--- src/hdl/rgrm_pkg.sv ---
// ============================================================================
// rgrm_pkg: shared types and constants for the range-gated running median
// Register indexes, field widths and the controller/datapath interface.
// ============================================================================
package rgrm_pkg;

    // field widths
    localparam int SAMPLE_W = 16;
    localparam int DIST_W   = 15;

    // default window depth
    localparam int WINDOW_DEF = 5;

    // configuration register indexes
    localparam int          CFG_IDX_W   = 1;
    localparam logic [0:0]  REG_MIN_DIST = 1'b0;
    localparam logic [0:0]  REG_MAX_DIST = 1'b1;

    // configuration reset values
    localparam logic [DIST_W-1:0] MIN_DIST_RST = 15'd32;
    localparam logic [DIST_W-1:0] MAX_DIST_RST = 15'd6400;

    // controller -> datapath commands
    typedef struct packed {
        logic load;      // accept a sample: gate, write window, restart scan
        logic scan_next; // current candidate missed, step to the next one
        logic hold;      // current candidate is the median, latch it
        logic emit;      // move the latched result into the output register
    } t_dp_cmd;

    // datapath -> controller status
    typedef struct packed {
        logic hit;       // current candidate sits at the median rank
        logic out_free;  // output register empty or being drained this cycle
    } t_dp_sts;

endpackage

--- src/hdl/rgrm_ctrl.sv ---
// ============================================================================
// rgrm_ctrl: sequencing controller
// Accepts one sample, walks the ranking scan, then hands the result out.
// ============================================================================
module rgrm_ctrl (
    input  logic              i_clk,
    input  logic              i_rst_n,
    input  logic              i_s_tvalid,
    output logic              o_s_tready,
    input  rgrm_pkg::t_dp_sts i_sts,
    output rgrm_pkg::t_dp_cmd o_cmd
);

    typedef enum logic [2:0] {
        S_IDLE = 3'b001,
        S_SCAN = 3'b010,
        S_EMIT = 3'b100
    } t_state;

    t_state r_state;
    t_state n_state;

    // next state
    always_comb begin
        n_state = r_state;
        unique case (r_state)
            S_IDLE: begin
                if (i_s_tvalid) n_state = S_SCAN;
            end
            S_SCAN: begin
                if (i_sts.hit) n_state = S_EMIT;
            end
            S_EMIT: begin
                if (i_sts.out_free) n_state = S_IDLE;
            end
            default: n_state = S_IDLE;
        endcase
    end

    always_ff @(posedge i_clk) begin
        if (!i_rst_n) begin
            r_state <= S_IDLE;
        end else begin
            r_state <= n_state;
        end
    end

    // commands
    assign o_s_tready    = (r_state == S_IDLE);
    assign o_cmd.load      = (r_state == S_IDLE) && i_s_tvalid;
    assign o_cmd.scan_next = (r_state == S_SCAN) && !i_sts.hit;
    assign o_cmd.hold      = (r_state == S_SCAN) && i_sts.hit;
    assign o_cmd.emit      = (r_state == S_EMIT) && i_sts.out_free;

endmodule

--- src/hdl/rgrm_dp.sv ---
// ============================================================================
// rgrm_dp: range gate, window store and rank-count median datapath
// Each scan cycle ranks one stored candidate against the written window entries.
// ============================================================================
module rgrm_dp #(
    parameter int WINDOW = rgrm_pkg::WINDOW_DEF
) (
    input  logic                           i_clk,
    input  logic                           i_rst_n,
    // configuration
    input  logic                           i_cfg_wen,
    input  logic [rgrm_pkg::CFG_IDX_W-1:0] i_cfg_idx,
    input  logic [rgrm_pkg::DIST_W-1:0]    i_cfg_wdata,
    // sample in
    input  logic [rgrm_pkg::SAMPLE_W-1:0]  i_sample,
    // result out
    output logic                           o_valid,
    input  logic                           i_ready,
    output logic                           o_in_range,
    output logic [rgrm_pkg::DIST_W-1:0]    o_median,
    // control
    input  rgrm_pkg::t_dp_cmd              i_cmd,
    output rgrm_pkg::t_dp_sts              o_sts
);

    localparam int IW    = (WINDOW > 1) ? $clog2(WINDOW) : 1;
    localparam int CNT_W = $clog2(WINDOW + 1);
    localparam int DW    = rgrm_pkg::DIST_W;

    logic [DW-1:0]    r_min_dist;
    logic [DW-1:0]    r_max_dist;
    logic [DW-1:0]    r_win [WINDOW];
    logic [IW-1:0]    r_wslot;
    logic [CNT_W-1:0] r_fill;
    logic [IW-1:0]    r_cand;
    logic             r_rng;
    logic [DW-1:0]    r_med;
    logic             r_out_valid;
    logic             r_out_rng;
    logic [DW-1:0]    r_out_med;

    logic             w_ok;
    logic [DW-1:0]    w_val;
    logic [DW-1:0]    w_x;
    logic [CNT_W-1:0] w_rank;

    // configuration registers
    always_ff @(posedge i_clk) begin
        if (!i_rst_n) begin
            r_min_dist <= rgrm_pkg::MIN_DIST_RST;
            r_max_dist <= rgrm_pkg::MAX_DIST_RST;
        end else if (i_cfg_wen) begin
            unique case (i_cfg_idx)
                rgrm_pkg::REG_MIN_DIST: r_min_dist <= i_cfg_wdata;
                rgrm_pkg::REG_MAX_DIST: r_max_dist <= i_cfg_wdata;
                default: ;
            endcase
        end
    end

    // range gate: negative samples fail, out-of-range stores max
    assign w_ok  = !i_sample[rgrm_pkg::SAMPLE_W-1]
                && (i_sample[DW-1:0] >= r_min_dist)
                && (i_sample[DW-1:0] <= r_max_dist);
    assign w_val = w_ok ? i_sample[DW-1:0] : r_max_dist;

    // window write, slot and fill tracking
    always_ff @(posedge i_clk) begin
        if (i_cmd.load) begin
            r_win[r_wslot] <= w_val;
            r_rng          <= w_ok;
        end
    end

    always_ff @(posedge i_clk) begin
        if (!i_rst_n) begin
            r_wslot <= '0;
            r_fill  <= '0;
            r_cand  <= '0;
        end else begin
            if (i_cmd.load) begin
                r_wslot <= (r_wslot == IW'(WINDOW - 1)) ? '0 : r_wslot + 1'b1;
                if (r_fill < CNT_W'(WINDOW)) r_fill <= r_fill + 1'b1;
                r_cand <= '0;
            end else if (i_cmd.scan_next) begin
                r_cand <= r_cand + 1'b1;
            end
        end
    end

    // rank of the candidate: entries below it, plus equal ones at lower slots
    assign w_x = r_win[r_cand];

    always_comb begin
        logic vld;
        w_rank = '0;
        for (int j = 0; j < WINDOW; j++) begin
            vld = (CNT_W'(j) < r_fill);
            if (vld && ((r_win[j] < w_x) || ((r_win[j] == w_x) && (IW'(j) < r_cand))))
                w_rank = w_rank + 1'b1;
        end
    end

    assign o_sts.hit      = (w_rank == (r_fill >> 1));
    assign o_sts.out_free = !r_out_valid || i_ready;

    // latch the median found by the scan
    always_ff @(posedge i_clk) begin
        if (i_cmd.hold) r_med <= w_x;
    end

    // output register
    always_ff @(posedge i_clk) begin
        if (!i_rst_n) begin
            r_out_valid <= 1'b0;
        end else if (i_cmd.emit) begin
            r_out_valid <= 1'b1;
        end else if (i_ready) begin
            r_out_valid <= 1'b0;
        end
    end

    always_ff @(posedge i_clk) begin
        if (i_cmd.emit) begin
            r_out_rng <= r_rng;
            r_out_med <= r_med;
        end
    end

    assign o_valid    = r_out_valid;
    assign o_in_range = r_out_rng;
    assign o_median   = r_out_med;

endmodule

--- src/hdl/range_gated_running_median.sv ---
// ============================================================================
// range_gated_running_median: range-gated running median for one distance channel
// Gates each sample against min/max, stores it in a circular window and
// returns the median of the entries written so far.
// ============================================================================
// Usage:
//   Slave stream carries one signed 16-bit sample per beat (1/16 cm). A sample
//   outside min..max (a negative timeout included) is stored as max_distance.
//   Master stream returns one beat per sample: median in tdata, the in-range
//   flag in tuser.
//   The config port writes min_distance (index 0) or max_distance (index 1)
//   on any cycle with i_cfg_wen high; write only while the block is idle.
//   Sequence: the sample is taken, then the stored candidates are ranked in
//   slot order until the one at the median rank is found, then the result
//   moves into the output register once it is free. The candidate scan ranks
//   one stored entry per cycle against the written entries of the window.
//   While the result waits in the output register the next sample is already
//   taken and ranked; a stalled receiver holds the finished result in the
//   output register and a second finished result back in the datapath.
//   Reset empties the window and restores min 32, max 6400.
// ============================================================================
module range_gated_running_median #(
    parameter int WINDOW = rgrm_pkg::WINDOW_DEF
) (
    input  logic                           i_clk,
    input  logic                           i_rst_n,
    // config write port
    input  logic                           i_cfg_wen,
    input  logic [rgrm_pkg::CFG_IDX_W-1:0] i_cfg_idx,
    input  logic [rgrm_pkg::DIST_W-1:0]    i_cfg_wdata,
    // sample stream
    input  logic                           i_s_tvalid,
    output logic                           o_s_tready,
    input  logic [15:0]                    i_s_tdata,  // [15:0] sample
    // result stream
    output logic                           o_m_tvalid,
    input  logic                           i_m_tready,
    output logic [15:0]                    o_m_tdata,  // [14:0] median, [15] zero
    output logic                           o_m_tuser   // [0] in_range
);

    rgrm_pkg::t_dp_cmd w_cmd;
    rgrm_pkg::t_dp_sts w_sts;
    logic [rgrm_pkg::DIST_W-1:0] w_median;

    rgrm_ctrl u_ctrl (
        .i_clk      (i_clk),
        .i_rst_n    (i_rst_n),
        .i_s_tvalid (i_s_tvalid),
        .o_s_tready (o_s_tready),
        .i_sts      (w_sts),
        .o_cmd      (w_cmd)
    );

    rgrm_dp #(
        .WINDOW (WINDOW)
    ) u_dp (
        .i_clk       (i_clk),
        .i_rst_n     (i_rst_n),
        .i_cfg_wen   (i_cfg_wen),
        .i_cfg_idx   (i_cfg_idx),
        .i_cfg_wdata (i_cfg_wdata),
        .i_sample    (i_s_tdata),
        .o_valid     (o_m_tvalid),
        .i_ready     (i_m_tready),
        .o_in_range  (o_m_tuser),
        .o_median    (w_median),
        .i_cmd       (w_cmd),
        .o_sts       (w_sts)
    );

    assign o_m_tdata = {1'b0, w_median};

endmodule

--- config.mk ---
export PLATFORM = sky130hd
export DESIGN_NAME = range_gated_running_median
export DESIGN_NICKNAME = d
export VERILOG_FILES = /design/src/hdl/rgrm_pkg.sv /design/src/hdl/rgrm_ctrl.sv /design/src/hdl/rgrm_dp.sv /design/src/hdl/range_gated_running_median.sv
export SDC_FILE = /design/constraint.sdc
export NUM_CORES = 1
export LEC_CHECK = 0
export BUFFER_PORTS_ARGS = -buffer_cell sky130_fd_sc_hd__buf_2
export CELL_PAD_IN_SITES_DETAIL_PLACEMENT = 1
export CELL_PAD_IN_SITES_GLOBAL_PLACEMENT = 1
export CORE_AREA = 2 2 233 166
export DETAILED_ROUTE_END_ITERATION = 10
export DIE_AREA = 0 0 235 168
export GPL_TIMING_DRIVEN = 0
export PLACE_DENSITY = 0.51
export SETUP_SLACK_MARGIN = 0.3
export SYNTH_ARGS = -nofsm -noshare
export SYNTH_HDL_FRONTEND = slang
export SYNTH_SLANG_ARGS = --single-unit
--- constraint.sdc ---
create_clock -name i_clk -period 9.6 [get_ports i_clk]
set_input_delay 1.44 -clock i_clk [delete_from_list [all_inputs] [get_ports i_clk]]
set_output_delay 1.44 -clock i_clk [all_outputs]
set_load 0.005 [all_outputs]
==> qor.yml <==
timing:
  rsz0062_at_grt: "false"
  hold_viol: 0
  slew_viol_final: 0
  finClkSkew_ns: 0.0152
  fin_setup_tns_ns: 0
  final.period_utilization_pct: 86.1
  setup_viol: 0
  layout_min_cycle_time_ns: 8.27
  slew_headroom_pct: 25.5
  tightest_slew_ns: 1.12
  max_freq_mhz: 121
cells_and_area:
  layout_common_cells: "edfxtp_1 (152), ha_1 (113), nand2_1 (84)"
  fin_nets: 1040
  area_growth_pct: 15.5
  drive_above_1_share_pct: 16.5
  final_common_cell: "edfxtp_1"
global_routing:
  gr-usage-met1_pct: 22.4
  overflow: 0
  grt_max_degree: 18
  met3_usage_pct: 2.69
  grt_first_pass_wirelength_um: 43200
  grt_pass1_vias: 6997
  grt-busiest-layer: "met1"
  grt.total_usage_pct: 14.6
  gr-usage-met2_pct: 21.4
  antenna_found_initial: 3
power:
  peakVddDrop_mv: 0.103
  p_int_mw: 1.49
  pwr-share-seq_pct: 47.8
  clkPwrFrac_pct: 36.3
  p_per_area_nw_per_um2: 172
  p_sw_uw: 564
  pwr-share-comb_pct: 16.0
  switching_share_pct: 27.5
  finalPower_mw: 2.05
  leakage_nw: 4.40
synthesis:
  ys_seq_elements: 198
  synth_area_sq_um: 10300
  synth.top_cell.area_share_pct: 44.3
  synthArstFlopShare_pct: 0
  synth_cell_types: 61
  synth_cells: 812
  ys_seq_area_share_pct: 53.2
  synth-edff-count: 152
  yosysWarnings: 0
  synthTopCellsByArea: "edfxtp_1 (44%), ha_1 (14%), dfxtp_1 (8.9%)"
  synth_fp_nets: 962
  synth_top_area_cell: "edfxtp_1"
  synthFlopType: "edfxtp_1"
  post_synth.cell_area_avg_sq_um: 12.7
die:
  top_level_ports: 56
  start_util_pct: 27.4
  rows: 60
  core_sq_um: 37600
  die_h_um: 168
  dieArea_sq_um: 39500
  floorplan.die.width_um: 235
critical_path:
  r2r_slack_ns: 1.33
  cp-start-kind: "register"
  crit_type: "reg -> reg"
  critPathCaptureType: "register"
  arrival_ns: 8.35
  worstPathRequired_ns: 9.68
  reg2reg_to: "u_dp.r_med[0]"
  rr_worst_depth: 27
  crit_fanout: 16
clocking:
  cts_max_level: 4
  cts_buffers: 17
  clk_path_buf_depth: 2
  ctsHoldBuffers: 0
  path_clk_slew_ns: 0.08
  clk_latency_ns: 0.46
  clock_sinks: 198
  post_cts_resized: 0
  cts_tree: "yes"
  cts_setup_buffers: 0
  cts-root-buf: "clkbuf_16"
min_path:
  holdPathStages: 0
  hp-class: "reg -> reg"
  hp-start: "u_dp.r_med[0]"
  min_delay_worst_endpoint: "u_dp.o_median[0]"
placement:
  place_congestion: 0.760
  portBuffers: 53
  place_hpwl_um: 21800
drt:
  wl_per_cell_um: 19.7
  via_per_inst: 4.68
  wl_um: 27600
  drc_errors: 0
  postRouteAntennaNets: 0
  first_pass_iters: 4
  initialDrtViolationCount: 401
  vias: 6548
run_status:
  status: "finished, final reports clean"
flow_run:
  cap_violations: 0
==> through the flow <==
stage	instances	hold slack [ns]	setup WS, ns	util (%)	cell area, sq um
2_1_floorplan	812	0.400	3.25	-	10300
3_3_place_gp	1361	0.403	1.31	29.8	11200
3_5_place_dp	1367	0.406	1.15	30.1	11300
4_1_cts	1399	0.424	1.12	31.7	11900
5_1_grt	1399	0.426	0.601	31.7	11900
6_report	1400	0.421	1.33	31.7	11900
==> state kept, by name, summed over array words and instances, names as in the netlist, named ones only <==
signal,flops
u_dp.r_win,120
u_dp.o_median,15
u_dp.r_max_dist,15
u_dp.r_med,15
u_dp.r_min_dist,15
u_ctrl.r_state,3
u_dp.r_cand,3
u_dp.r_fill,3
u_dp.r_wslot,3
u_dp.o_in_range,1
u_dp.o_valid,1
u_dp.r_rng,1
==> worst max-delay path, cell delays in order, from the launching register on <==
cell	delay, ns
dfxtp_1	0.37
buf_1	0.84
mux4_2	0.63
mux2i_1	0.54
ha_1	0.38
nor2b_1	0.14
o21a_1	0.16
o21a_1	0.17
o21a_1	0.17
o21a_1	0.16
o21ai_0	0.15
nand2b_1	0.08
a21oi_1	0.31
o31ai_1	0.15
a21oi_1	0.17
ha_1	0.29
inv_1	0.11
a211o_1	0.12
o2111ai_2	0.18
ha_1	0.35
mux2_2	0.26
ha_1	0.18
inv_1	0.06
a211oi_1	0.05
xnor2_1	0.36
xnor2_1	0.14
o31ai_2	0.56
and2_1	0.80
==> synth_stat cells, drive strengths merged (16+ instances only) <==
master / number
a21boi: 29
a21o: 24
a21oi: 36
clkbuf: 16
dfxtp: 46
edfxtp: 152
ha: 113
inv: 59
mux2: 18
mux2i: 17
mux4: 30
nand2: 84
nand3: 17
nand4: 19
nor2: 29
o21ai: 19
==> kinds of logic (layout without fill, tap and decap cells) <==
family          after synthesis  count (layout)  synth area share (%)
compound gates              153             153                  10.4
other cells                   1               2                0.0364
buf+inv                      82             173                  3.03
mux                          65              65                  10.2
xor+xnor                      5               5                 0.425
fa+ha+maj                   113             113                  13.7
flops                       198             198                  53.2
simple gates                195             195                  9.05
==> power groups by stage <==
stage	Sequential (mW)	Clock (mW)	Combinational (mW)
after floorplan	0.992	0	0.219
after global placement	1.00	0	0.322
after detailed placement	1.00	0	0.332
after CTS	0.980	0.769	0.335
after global routing	0.984	0.800	0.378
final	0.980	0.744	0.328
==> worst max-delay path by stage <==
stage	startpoint	end	slack, ns	cells after the start
3_5_place_dp	register	u_dp.r_med[1]	1.15	27
2_1_floorplan	register	u_dp.r_med[0]	3.25	27
4_1_cts	register	u_dp.r_med[0]	1.12	27
3_3_place_gp	register	u_dp.r_med[0]	1.31	27
6_report	register	u_dp.r_med[0]	1.33	27
5_1_grt	register	u_ctrl.r_state[2]	0.60	28
==> final cells by class <==
| cell class | count | area [sq um] |
|---|---|---|
| Fill cell | 4049 | 25700 |
| Inverter | 59 | 221 |
| Clock buffer | 22 | 528 |
| Sequential cell | 198 | 5490 |
| Buffer | 23 | 91.3 |
| Antenna cell | 1 | 2.50 |
| Multi-Input combinational cell | 532 | 4540 |
| Tap cell | 496 | 621 |
| Clock inverter | 10 | 76.3 |
| Timing Repair Buffer | 59 | 348 |
==> routing by layer <==
layer  wire [um]  up-vias
li1            -     3217
met1       15300     3261
met2       11600       54
met3         533       16
met4         240        0
met5           0        -
No activity file was read; power rests on OpenSTA's default activity.
